`src/hw/rtl/hid_keyboard_report_builder_assert.svh`:
```
// Assertion macros for the HID keyboard report builder.
`ifndef HID_KEYBOARD_REPORT_BUILDER_ASSERT_SVH
`define HID_KEYBOARD_REPORT_BUILDER_ASSERT_SVH
`ifndef ASSERT_OFF
`define HKRB_ASSERT(lbl, prop, msg) \
   lbl: assert property (@(posedge clock) disable iff (reset) prop) else $error(msg);
`define HKRB_ASSERT_NEVER(lbl, expr, msg) \
   lbl: assert property (@(posedge clock) disable iff (reset) !(expr)) else $error(msg);
`else
`define HKRB_ASSERT(lbl, prop, msg)
`define HKRB_ASSERT_NEVER(lbl, expr, msg)
`endif
`endif

```
`src/hw/rtl/hkrb_pkg.sv`:
```
// Shared constants and types of the HID keyboard report builder.
package hkrb_pkg;
   localparam int KEY_SLOTS_DEF   = 16;
   localparam int BLOCK_SLOTS_DEF = 4;
   localparam int REPORT_KEYS     = 6;
   localparam int MODIFIER_COUNT  = 8;

   // request function codes
   localparam logic [2:0] FN_PRESS_MOD   = 3'd0;
   localparam logic [2:0] FN_RELEASE_MOD = 3'd1;
   localparam logic [2:0] FN_PRESS_KEY   = 3'd2;
   localparam logic [2:0] FN_RELEASE_KEY = 3'd3;
   localparam logic [2:0] FN_BLOCK       = 3'd4;
   localparam logic [2:0] FN_UNBLOCK     = 3'd5;
   localparam logic [2:0] FN_REPORT      = 3'd6;
   localparam logic [2:0] FN_QUERY       = 3'd7;

   // error codes
   localparam logic [1:0] ERR_OK         = 2'd0;
   localparam logic [1:0] ERR_KEY_FULL   = 2'd1;
   localparam logic [1:0] ERR_BLOCK_FULL = 2'd2;
   localparam logic [1:0] ERR_BAD_HANDLE = 2'd3;

   // one held key
   typedef struct packed {
      logic [7:0]  code;
      logic [7:0]  count;
      logic        reported;
      logic [63:0] act;
   } key_entry_type;

   // table write request
   typedef struct packed {
      logic          en;
      key_entry_type data;
   } key_wr_type;
endpackage

```
`src/hw/rtl/hkrb_key_mem.sv`:
```
// Key table memory: one write port, one registered read port.
module hkrb_key_mem #(
   parameter int DEPTH = hkrb_pkg::KEY_SLOTS_DEF
) (
   input  logic                        clock,
   input  hkrb_pkg::key_wr_type        wr,
   input  logic [$clog2(DEPTH)-1:0]    wr_addr,
   input  logic [$clog2(DEPTH)-1:0]    rd_addr,
   output hkrb_pkg::key_entry_type     rd_data
);
   hkrb_pkg::key_entry_type mem [DEPTH];
   hkrb_pkg::key_entry_type rd_data_ff;

   always_ff @(posedge clock) begin
      if (wr.en) begin
         mem[wr_addr] <= wr.data;
      end
      rd_data_ff <= mem[rd_addr];
   end

   assign rd_data = rd_data_ff;
endmodule

```
`src/hw/rtl/hid_keyboard_report_builder.sv`:
```
// Top level of the HID boot keyboard report builder (6-key rollover).
//
//   channel  ports   handshake
//   request  req_*   start & !busy
//   result   rsp_*   rsp_valid, one cycle, no back-pressure
//
// Modifier, block, unblock and query beats: busy in the done state only, strobe right after it.
// Key and report beats walk the table through its one read port: a read and a check
// state per entry visited, then the end check (or a hit) and the done state; each
// removal adds a read and a move state per entry moved down, plus a final read.
// Synchronous reset clears counts, used count and blocks; table contents stay.
// No back-pressure on results; a new beat may start in the strobe cycle.
module hid_keyboard_report_builder #(
   parameter int KEY_SLOTS   = hkrb_pkg::KEY_SLOTS_DEF,
   parameter int BLOCK_SLOTS = hkrb_pkg::BLOCK_SLOTS_DEF
) (
   input  logic        clock,
   input  logic        reset,
   input  logic        start,
   output logic        busy,
   input  logic [2:0]  req_func,
   input  logic [2:0]  req_modifier_index,
   input  logic [7:0]  req_keycode,
   input  logic [63:0] req_timestamp,
   input  logic [1:0]  req_block_handle,
   output logic        rsp_valid,
   output logic        rsp_has_report,
   output logic [7:0]  rsp_modifier_bits,
   output logic [7:0]  rsp_key_slot0,
   output logic [7:0]  rsp_key_slot1,
   output logic [7:0]  rsp_key_slot2,
   output logic [7:0]  rsp_key_slot3,
   output logic [7:0]  rsp_key_slot4,
   output logic [7:0]  rsp_key_slot5,
   output logic [1:0]  rsp_handle_out,
   output logic [1:0]  rsp_error_code
);
`include "hid_keyboard_report_builder_assert.svh"

   localparam int IDXW = $clog2(KEY_SLOTS);
   localparam int CNTW = $clog2(KEY_SLOTS + 1);
   localparam int ORDW = (BLOCK_SLOTS > 1) ? $clog2(BLOCK_SLOTS) : 1;
   localparam int NW   = $clog2(hkrb_pkg::REPORT_KEYS);

   typedef enum logic [2:0] {S_IDLE, S_RD, S_CHK, S_MRD, S_MCHK, S_DONE} state_type;

   state_type state_ff;
   logic [2:0]  op_ff;
   logic [7:0]  code_ff;
   logic [63:0] ts_ff;
   logic [CNTW-1:0] idx_ff, mv_ff, used_ff;
   logic [NW-1:0] n_ff;
   logic        hit_ff;
   logic        blocked_ff;
   logic [63:0] limit_ff;
   logic        last_empty_ff;
   logic [7:0]  mod_cnt_ff [hkrb_pkg::MODIFIER_COUNT];
   logic [63:0] blk_time_ff [BLOCK_SLOTS];
   logic [BLOCK_SLOTS-1:0] blk_valid_ff;
   logic [ORDW-1:0] blk_order_ff [BLOCK_SLOTS];
   logic [7:0]  keys_ff [hkrb_pkg::REPORT_KEYS];
   logic [1:0]  handle_ff, err_ff;

   logic        rsp_valid_ff, rsp_has_ff;
   logic [7:0]  rsp_mods_ff;
   logic [7:0]  rsp_keys_ff [hkrb_pkg::REPORT_KEYS];
   logic [1:0]  rsp_handle_ff, rsp_err_ff;

   hkrb_pkg::key_wr_type    wr;
   logic [IDXW-1:0]         wr_addr, rd_addr;
   hkrb_pkg::key_entry_type rd_data;

   hkrb_key_mem #(.DEPTH(KEY_SLOTS)) u_mem (
      .clock   (clock),
      .wr      (wr),
      .wr_addr (wr_addr),
      .rd_addr (rd_addr),
      .rd_data (rd_data)
   );

   // modifier byte from counts
   logic [7:0] mod_bits;
   always_comb begin
      for (int i = 0; i < hkrb_pkg::MODIFIER_COUNT; i++) begin
         mod_bits[i] = (mod_cnt_ff[i] != 8'd0);
      end
   end

   // entry under test
   logic code_match, purge, visible;
   logic [7:0] cnt_dec;
   assign code_match = (rd_data.code == code_ff);
   assign purge      = (rd_data.count == 8'd0) && rd_data.reported;
   assign visible    = !blocked_ff || (rd_data.act <= limit_ff);
   assign cnt_dec    = (rd_data.count != 8'd0) ? rd_data.count - 8'd1 : 8'd0;

   // read address: table walk or compaction source
   assign rd_addr = (state_ff == S_MRD) ? IDXW'(mv_ff + CNTW'(1)) : idx_ff[IDXW-1:0];

   // table write port
   always_comb begin
      wr      = '0;
      wr_addr = idx_ff[IDXW-1:0];
      unique case (state_ff)
         S_RD: begin
            if (idx_ff == used_ff && op_ff == hkrb_pkg::FN_PRESS_KEY
                && used_ff != CNTW'(KEY_SLOTS)) begin
               wr.en            = 1'b1;
               wr.data.code     = code_ff;
               wr.data.count    = 8'd1;
               wr.data.reported = 1'b0;
               wr.data.act      = ts_ff;
               wr_addr          = used_ff[IDXW-1:0];
            end
         end
         S_CHK: begin
            wr.data = rd_data;
            case (op_ff)
               hkrb_pkg::FN_PRESS_KEY: begin
                  wr.en = code_match;
                  if (rd_data.count != 8'hFF) wr.data.count = rd_data.count + 8'd1;
               end
               hkrb_pkg::FN_RELEASE_KEY: begin
                  wr.en         = code_match && !(cnt_dec == 8'd0 && rd_data.reported);
                  wr.data.count = cnt_dec;
               end
               default: begin
                  wr.en            = !purge && visible;
                  wr.data.reported = 1'b1;
               end
            endcase
         end
         S_MCHK: begin
            wr.en   = 1'b1;
            wr.data = rd_data;
            wr_addr = mv_ff[IDXW-1:0];
         end
         default: ;
      endcase
   end

   // block list lookups for the accept cycle
   logic [BLOCK_SLOTS-1:0] free_slot;
   logic                   any_free;
   logic [ORDW-1:0]        active_n;
   logic                   hnd_ok;
   logic [ORDW-1:0]        hnd_rank;
   logic                   blocked_now;
   logic [63:0]            limit_now;
   always_comb begin
      free_slot   = '0;
      any_free    = 1'b0;
      active_n    = '0;
      hnd_ok      = 1'b0;
      hnd_rank    = '0;
      blocked_now = 1'b0;
      limit_now   = '0;
      for (int s = 0; s < BLOCK_SLOTS; s++) begin
         if (!blk_valid_ff[s] && !any_free) begin
            free_slot[s] = 1'b1;
            any_free     = 1'b1;
         end
         if (blk_valid_ff[s]) active_n = active_n + ORDW'(1);
         if (s < 4 && 2'(s) == req_block_handle && blk_valid_ff[s]) begin
            hnd_ok   = 1'b1;
            hnd_rank = blk_order_ff[s];
         end
         if (blk_valid_ff[s] && blk_order_ff[s] == '0) begin
            blocked_now = 1'b1;
            limit_now   = blk_time_ff[s];
         end
      end
   end

   logic le_next;
   assign le_next = (op_ff == hkrb_pkg::FN_REPORT) ? !(|mod_bits || hit_ff) : last_empty_ff;

   // sequencer
   always_ff @(posedge clock) begin
      rsp_valid_ff <= 1'b0;
      if (reset) begin
         state_ff      <= S_IDLE;
         used_ff       <= '0;
         blk_valid_ff  <= '0;
         last_empty_ff <= 1'b1;
         for (int i = 0; i < hkrb_pkg::MODIFIER_COUNT; i++) mod_cnt_ff[i] <= 8'd0;
         for (int s = 0; s < BLOCK_SLOTS; s++) blk_order_ff[s] <= '0;
      end else begin
         unique case (state_ff)
            S_IDLE: begin
               if (start) begin
                  op_ff      <= req_func;
                  code_ff    <= req_keycode;
                  ts_ff      <= req_timestamp;
                  idx_ff     <= '0;
                  n_ff       <= '0;
                  hit_ff     <= 1'b0;
                  handle_ff  <= 2'd0;
                  err_ff     <= hkrb_pkg::ERR_OK;
                  blocked_ff <= blocked_now;
                  limit_ff   <= limit_now;
                  for (int k = 0; k < hkrb_pkg::REPORT_KEYS; k++) keys_ff[k] <= 8'd0;
                  state_ff   <= S_DONE;
                  case (req_func)
                     hkrb_pkg::FN_PRESS_MOD: begin
                        if (mod_cnt_ff[req_modifier_index] != 8'hFF)
                           mod_cnt_ff[req_modifier_index] <=
                              mod_cnt_ff[req_modifier_index] + 8'd1;
                     end
                     hkrb_pkg::FN_RELEASE_MOD: begin
                        if (mod_cnt_ff[req_modifier_index] != 8'd0)
                           mod_cnt_ff[req_modifier_index] <=
                              mod_cnt_ff[req_modifier_index] - 8'd1;
                     end
                     hkrb_pkg::FN_PRESS_KEY, hkrb_pkg::FN_RELEASE_KEY,
                     hkrb_pkg::FN_REPORT: begin
                        state_ff <= S_RD;
                     end
                     hkrb_pkg::FN_BLOCK: begin
                        if (!any_free) err_ff <= hkrb_pkg::ERR_BLOCK_FULL;
                        for (int s = 0; s < BLOCK_SLOTS; s++) begin
                           if (free_slot[s]) begin
                              blk_valid_ff[s] <= 1'b1;
                              blk_time_ff[s]  <= req_timestamp;
                              blk_order_ff[s] <= active_n;
                              handle_ff       <= 2'(s);
                           end
                        end
                     end
                     hkrb_pkg::FN_UNBLOCK: begin
                        if (!hnd_ok) err_ff <= hkrb_pkg::ERR_BAD_HANDLE;
                        for (int s = 0; s < BLOCK_SLOTS; s++) begin
                           if (hnd_ok) begin
                              if (s < 4 && 2'(s) == req_block_handle) begin
                                 blk_valid_ff[s] <= 1'b0;
                                 blk_order_ff[s] <= '0;
                              end else if (blk_valid_ff[s] && blk_order_ff[s] > hnd_rank) begin
                                 blk_order_ff[s] <= blk_order_ff[s] - ORDW'(1);
                              end
                           end
                        end
                     end
                     default: ;
                  endcase
               end
            end
            // end of table, or fetch the entry
            S_RD: begin
               if (idx_ff == used_ff) begin
                  if (op_ff == hkrb_pkg::FN_PRESS_KEY) begin
                     if (used_ff == CNTW'(KEY_SLOTS)) err_ff <= hkrb_pkg::ERR_KEY_FULL;
                     else used_ff <= used_ff + CNTW'(1);
                  end
                  state_ff <= S_DONE;
               end else begin
                  state_ff <= S_CHK;
               end
            end
            S_CHK: begin
               state_ff <= S_RD;
               idx_ff   <= idx_ff + CNTW'(1);
               case (op_ff)
                  hkrb_pkg::FN_PRESS_KEY: begin
                     if (code_match) state_ff <= S_DONE;
                  end
                  hkrb_pkg::FN_RELEASE_KEY: begin
                     if (code_match) begin
                        if (cnt_dec == 8'd0 && rd_data.reported) begin
                           mv_ff    <= idx_ff;
                           state_ff <= S_MRD;
                        end else begin
                           state_ff <= S_DONE;
                        end
                     end
                  end
                  default: begin
                     if (purge) begin
                        mv_ff    <= idx_ff;
                        idx_ff   <= idx_ff;
                        state_ff <= S_MRD;
                     end else if (visible) begin
                        keys_ff[n_ff] <= rd_data.code;
                        hit_ff        <= 1'b1;
                        n_ff          <= n_ff + NW'(1);
                        if (n_ff == NW'(hkrb_pkg::REPORT_KEYS - 1)) state_ff <= S_DONE;
                     end
                  end
               endcase
            end
            // compaction: move entries down over the removed one
            S_MRD: begin
               if (mv_ff + CNTW'(1) < used_ff) begin
                  state_ff <= S_MCHK;
               end else begin
                  used_ff  <= used_ff - CNTW'(1);
                  state_ff <= (op_ff == hkrb_pkg::FN_REPORT) ? S_RD : S_DONE;
               end
            end
            S_MCHK: begin
               mv_ff    <= mv_ff + CNTW'(1);
               state_ff <= S_MRD;
            end
            S_DONE: begin
               last_empty_ff <= le_next;
               rsp_valid_ff  <= 1'b1;
               rsp_has_ff    <= !le_next || |mod_bits || (used_ff != '0);
               rsp_mods_ff   <= (op_ff == hkrb_pkg::FN_REPORT) ? mod_bits : 8'd0;
               for (int k = 0; k < hkrb_pkg::REPORT_KEYS; k++) rsp_keys_ff[k] <= keys_ff[k];
               rsp_handle_ff <= handle_ff;
               rsp_err_ff    <= err_ff;
               state_ff      <= S_IDLE;
            end
            default: state_ff <= S_IDLE;
         endcase
      end
   end

   assign busy              = (state_ff != S_IDLE);
   assign rsp_valid         = rsp_valid_ff;
   assign rsp_has_report    = rsp_has_ff;
   assign rsp_modifier_bits = rsp_mods_ff;
   assign rsp_key_slot0     = rsp_keys_ff[0];
   assign rsp_key_slot1     = rsp_keys_ff[1];
   assign rsp_key_slot2     = rsp_keys_ff[2];
   assign rsp_key_slot3     = rsp_keys_ff[3];
   assign rsp_key_slot4     = rsp_keys_ff[4];
   assign rsp_key_slot5     = rsp_keys_ff[5];
   assign rsp_handle_out    = rsp_handle_ff;
   assign rsp_error_code    = rsp_err_ff;

   `HKRB_ASSERT_NEVER(a_used_range, used_ff > CNTW'(KEY_SLOTS), "key table overfilled")
   `HKRB_ASSERT(a_strobe_from_done, rsp_valid_ff |-> $past(state_ff == S_DONE), "stray strobe")
   `HKRB_ASSERT(a_accept_busy, (start && !busy) |=> busy, "accepted beat not taken")
   `HKRB_ASSERT_NEVER(a_move_range, state_ff == S_MCHK && mv_ff + CNTW'(1) >= used_ff,
                      "compaction past table end")
endmodule

```
`config.mk`:
```
export PLATFORM = sky130hd
export DESIGN_NAME = hid_keyboard_report_builder
export DESIGN_NICKNAME = d
export VERILOG_FILES = /design/src/hw/rtl/hkrb_pkg.sv /design/src/hw/rtl/hkrb_key_mem.sv /design/src/hw/rtl/hid_keyboard_report_builder.sv
export VERILOG_INCLUDE_DIRS = /design/src /design/src/hw/rtl
export SDC_FILE = /design/constraint.sdc
export NUM_CORES = 2
export LEC_CHECK = 0
export ABC_AREA = 1
export BUFFER_PORTS_ARGS = -buffer_cell sky130_fd_sc_hd__buf_2
export CORE_AREA = 10 10 373 375
export CTS_CLUSTER_SIZE = 16
export DETAILED_ROUTE_END_ITERATION = 16
export DIE_AREA = 0 0 383 385
export PLACE_DENSITY = 0.78
export SETUP_SLACK_MARGIN = 0.02
export SYNTH_ARGS = -nofsm -noshare
export SYNTH_HDL_FRONTEND = slang
export SYNTH_HIERARCHICAL = 1
export SYNTH_SLANG_ARGS = --single-unit
export TNS_END_PERCENT = 5
```
`constraint.sdc`:
```
create_clock -name clock -period 11 [get_ports clock]
set_input_delay 1.1 -clock clock [delete_from_list [all_inputs] [get_ports clock]]
set_output_delay 1.1 -clock clock [all_outputs]
set_load 0.05 [all_outputs]
```
# Yosys cells after proc, flatten, opt, wreduce, memory -nomap -nowiden
# Memories as Yosys holds them, arrays and structs flattened. A register that Yosys moved wholly into a read port is not among the register bits.
# Index checks and enable logic that the tools add are counted.
# classes
addsub	16
multipliers	0
div_mod_pow	0
magnitude_cmp	6
eq_ne	46
n_shift	0
n_mux	235
bitwise_logic	14
reduce_logical	81
# ops
operator	count
64-bit two-way mux	7
82-bit case mux with 3 select lines	1
64-bit OR reduction	3
1-bit two-way mux	148
82-bit two-way mux	1
8-bit nonzero test	10
64-bit <= comparator	1
2-bit two-way mux	30
3-bit two-way mux	17
5-bit two-way mux	10
8-bit two-way mux	5
5-bit case mux with 2 select lines	4
2-bit inequality test (second input constant)	18
6-bit AND reduction	6
8-bit OR reduction	3
3-bit equality test (second input constant)	7
1-bit logical AND	21
3-bit by 2-bit equality test with 1-bit output (second input constant)	6
8-bit by 1-bit adder with 8-bit output (second input constant)	2
8-bit zero test	2
8-bit inequality test (second input constant)	2
4-bit case mux with 2 select lines	2
8-bit case mux with 2 select lines	1
8-bit by 1-bit subtractor with 8-bit output (second input constant)	2
other kinds (35)	89
# totals
register_bits	185
latch_bits	0
ramBits	1720
romBits	0
out_inout_bits	63
word_cells	427
n_memories	6
# memory_table
name	words	width	read_ports	rd_ports_with_merged_regs	wr	line	rtl
u_mem.mem	16	81	1	1	1	hkrb_key_mem.sv:11	hkrb_pkg::key_entry_type mem [DEPTH];
blk_time_ff	4	64	4	0	1	hid_keyboard_report_builder.sv:58	logic [63:0] blk_time_ff [BLOCK_SLOTS];
mod_cnt_ff	8	8	9	0	8	hid_keyboard_report_builder.sv:57	logic [7:0] mod_cnt_ff [hkrb_pkg::MODIFIER_COUNT];
keys_ff	6	8	6	0	6	hid_keyboard_report_builder.sv:61	logic [7:0] keys_ff [hkrb_pkg::REPORT_KEYS];
rsp_keys_ff	6	8	6	0	6	hid_keyboard_report_builder.sv:66	logic [7:0] rsp_keys_ff [hkrb_pkg::REPORT_KEYS];
blk_order_ff	4	2	4	0	4	hid_keyboard_report_builder.sv:60	logic [ORDW-1:0] blk_order_ff [BLOCK_SLOTS];

# Longest topological paths before layout
# logic_depth
ltp_word	18
depth_mapped	24
depth_no_buf	22

# Modules after synthesis
# The synthesis kept the hierarchy.
# by_module_without_submodules
mod	n_inst	cells_per_inst	area_per_inst_um2	seq_area_each_um2
hkrb_key_mem	1	5319	57342.5	40538.9
hid_keyboard_report_builder	1	2461	27620.2	18127.4

# Worst setup path before layout
# OpenSTA, ideal clock, no wires.
# synth_timing
path_kind	input port to flip-flop
from	input port start
to	memory blk_time_ff[1][0], enable pin
arrival_time_ns	5.934
slack_ns	4.648
cell_stages	6
path_cell_list	inv_1 nor2_4 nand2_2 inv_1 nand2_1 inv_1
# synth_between
elab_chain_cells	8
elab_cells_between_ends	25
# synth_rtl
element	line	rtl
start, declared	hid_keyboard_report_builder.sv:19	input logic start,
1-bit two-way mux	hid_keyboard_report_builder.sv:191	if (start) begin
1-bit two-way mux	hid_keyboard_report_builder.sv:189	unique case (state_ff)
1-bit two-way mux	hid_keyboard_report_builder.sv:181	if (reset) begin
1-bit two-way mux (implied by the code)	hid_keyboard_report_builder.sv:224	blk_time_ff[s] <= req_timestamp;
64-bit OR reduction (no line)	n/a	
2-bit two-way mux (no line) or 1-bit two-way mux (tied branches) (3 in series)	n/a	
end, declared	hid_keyboard_report_builder.sv:58	
# Parallel ways exist; a longest one is shown, timed or not.

==> impl_metrics.tcl <==
set metrics [dict create \
    relSlewSlack_pct 4.67 \
    layout_commonest_cell "nand2_1" \
    clock_tree.buffer_depth 3 \
    cap_violations 0 \
    critPathMaxStageDelay_ns 0.95 \
    synth.avg_cell_area_um2 10.9 \
    die_area_mm2 0.147 \
    start_kind "flip-flop" \
    io_buffer_count 145 \
    crit_type "reg2reg" \
    dr_wl_met3_um 18900 \
    period_share_pct 51.1 \
    cp_num_cells 15 \
    drt-met1-wl_um 75400 \
    synthTopCellsByArea "edfxtp_1, nand2_1, nand3_1, inv_1, dfxtp_1" \
    yosysTopAreaCell "edfxtp_1" \
    clkSinkCount 1986 \
    path_cells "inv_1, ha_1, nand2_1, nor2_1, nand4_1, nor2_1, nand4_1, o21a_1, nand2_1, nand2_1, nand4_1, nand3b_1, nor2_4, buf_4, buf_4" \
    arrival_ns 6.06 \
    worst_slew_pin_slew_ns 1.43 \
    cts.reportedPaths.clkPinSlew_ns 0.06 \
    cts_hold_buf 0 \
    dieWidth_um 383 \
    p_leak_nw 38.8 \
    top_layer_used "met5" \
    cts_resized 0 \
    worst_ir_drop_vdd_mv 0.174 \
    cts_root_buf "clkbuf_16" \
    r2r_start "limit_ff[59]" \
    hold_viol 0 \
    crit-reg2reg-capture "u_mem/mem[7][59]" \
    core_mm2 0.131 \
    synth_seq_cells 1986 \
    period_minus_slack_ns 5.62 \
    outcome "complete, no violations" \
    yosys.cell_types.count 58 \
    p_per_area_mw_per_mm2 212 \
    final_cell_mix "nand2_1, edfxtp_1, inv_1" \
    timing.fmax_mhz 178 \
    first_pass_iters 8 \
    h-tree-depth 4 \
    grt_overflow 0 \
    synth_flop_cell "edfxtp_1" \
    io_pins 146 \
    cts_tree "yes" \
    die_h_um 385 \
    layout.area.seq_mm2 0.0587 \
    power_w 0.0197 \
    dpl.hpwl_um 118000 \
    fin_skew_ns 0.0386 \
    worst-path-buf-inv 3 \
    start_util_pct 64.8 \
    crit_start "limit_ff[59]" \
    grt_pass1_wl_um 321000 \
    synthArstFlopShare_pct 0 \
    reg2reg_slack_ns 5.38 \
    route.met2.wl_um 104000 \
    gp_congestion 0.922 \
    antenna_left 0 \
    worstPathRequired_ns 11.44 \
    viasPerCell 5.79 \
    fillers 8612 \
    routed_wl_um 213000 \
    yosys_warnings 6 \
    wl_per_cell_um 21.7 \
    crit_family "simple AND/OR/NAND/NOR gates" \
    nets 8078 \
    endpoint_kind "flip-flop" \
    antenna_found_initial 6 \
    grtUsageTotal_pct 28.4 \
    synth-seq-area-share_pct 69.0 \
    rsz0062_at_grt "false" \
    hp-class "reg2reg" \
    rows 133 \
    crit_end "u_mem/mem[7][59]" \
    fin_tns_setup_ns 0 \
    drive_gt1_share_pct 7.83 \
    synth_edf_count 1889 \
    dr_total_vias 56831 \
    setup_viol 0 \
    synth_area_mm2 0.0850 \
    cp_max_fo 36 \
    yosys.area.top_type_share_pct 66.8 \
    cts_buffers 187 \
    report.final.slew_viol_count 0 \
    grt_max_degree 353 \
    initialDrtViolationCount 6890 \
    multi_input_area_mm2 0.0195 \
    syn-num-nets 7963 \
    r2r_cells 15 \
    clk_latency_ns 0.84 \
    cp_slowest_cell "nor2_4" \
    syn_inst 7780 \
    drc_errors 0 \
    postCtsSetupBuffers 0 \
    area_growth_pct 9.43 \
    grt_pass1_vias 55725 \
]
worst min-delay path by stage:
stage	startpoint	slack [ns]	to	depth (start not counted)
after floorplan	err_ff[0]	0.40	rsp_error_code[0]	0
after global placement	keys_ff[4][3]	0.40	rsp_keys_ff[4][3]	0
after detailed placement	keys_ff[4][4]	0.40	rsp_keys_ff[4][4]	0
after CTS	keys_ff[3][3]	0.42	rsp_keys_ff[3][3]	0
after global routing	keys_ff[4][4]	0.42	rsp_keys_ff[4][4]	0
final	keys_ff[3][3]	0.42	rsp_keys_ff[3][3]	0
state kept, by name (all words and copies together) (netlist names), 8 cells and up:
register and cells:
limit_ff 64, ts_ff 64, mod_cnt_ff 64, u_mem/rd_data 81, keys_ff 48, u_mem/mem 1296
blk_order_ff 8, code_ff 8, blk_time_ff 256, rsp_keys_ff 48, rsp_modifier_bits 8
metal layers:
metal | GRT usage, % | vias up
met5 | 0 | -
met4 | 18.1 | 2
met3 | 4.47 | 657
met2 | 47.7 | 3171
met1 | 34.4 | 26988
li1 | - | 26013
cell usage after synthesis, drive strengths merged, types with 2 or more instances:
| cell | count |
|---|---|
| o2111ai | 2 |
| buf | 264 |
| clkbuf | 89 |
| a31oi | 67 |
| nand3 | 1082 |
| inv | 1299 |
| fa | 2 |
| a211oi | 2 |
| o21a | 5 |
| nand3b | 2 |
| nor4 | 14 |
| nor3 | 18 |
| o211ai | 73 |
| edfxtp | 1889 |
| or2 | 3 |
| dfxtp | 97 |
| o21bai | 2 |
| xnor2 | 7 |
| nor2 | 301 |
| xor2 | 14 |
| mux2 | 2 |
| o22ai | 38 |
| a21oi | 82 |
| clkinv | 2 |
| nand2 | 2151 |
| nand4 | 34 |
| ha | 98 |
| o21ai | 132 |
layout make-up:
| type | instances | area share (%) |
|---|---|---|
| flip-flops and latches | 1986 | 63.1 |
| well taps | 1755 | 2.36 |
| diodes | 4 | 0.0108 |
| inverters | 1301 | 5.31 |
| clock inverters | 86 | 0.826 |
| clock buffers | 258 | 5.54 |
| multi-input cells | 4140 | 20.9 |
| repair buffers | 279 | 1.90 |
kinds of logic (layout without fill, tap and decap cells):
family                     Yosys count  after routing  share of synthesized area, %
DFF                               1986           1986                          69.0
muxes                                2              2                        0.0265
xor gates and xnor gates            21             21                         0.216
adders and majority gates          100            100                          1.49
other                                0              4                             0
and+or+nand+nor                   3609           3609                          18.1
buffers and inverters             1654           1924                          8.30
AOI/OAI and AO/OA                  408            408                          2.85
metrics by stage:
stage                     area, µm²  cells  util (%)  hold slack, ns  worst slack [ns]
final                         93000   9809      70.9           0.418              5.38
after global routing          93000   9806      70.9           0.424              5.20
after CTS                     92900   9803      70.9           0.419              5.57
after detailed placement      87000   9459      66.4           0.405              5.58
after global placement        87000   9459      66.4           0.401              5.80
after floorplan               85000   7780         -           0.400              4.65
power by group:
part           leakage, nW  internal [W]  switching (W)
combinational         17.6       0.00103        0.00307
sequential            18.3       0.00915       0.000224
clock                 2.89       0.00351        0.00273
Power figures use the tool's default switching activity.
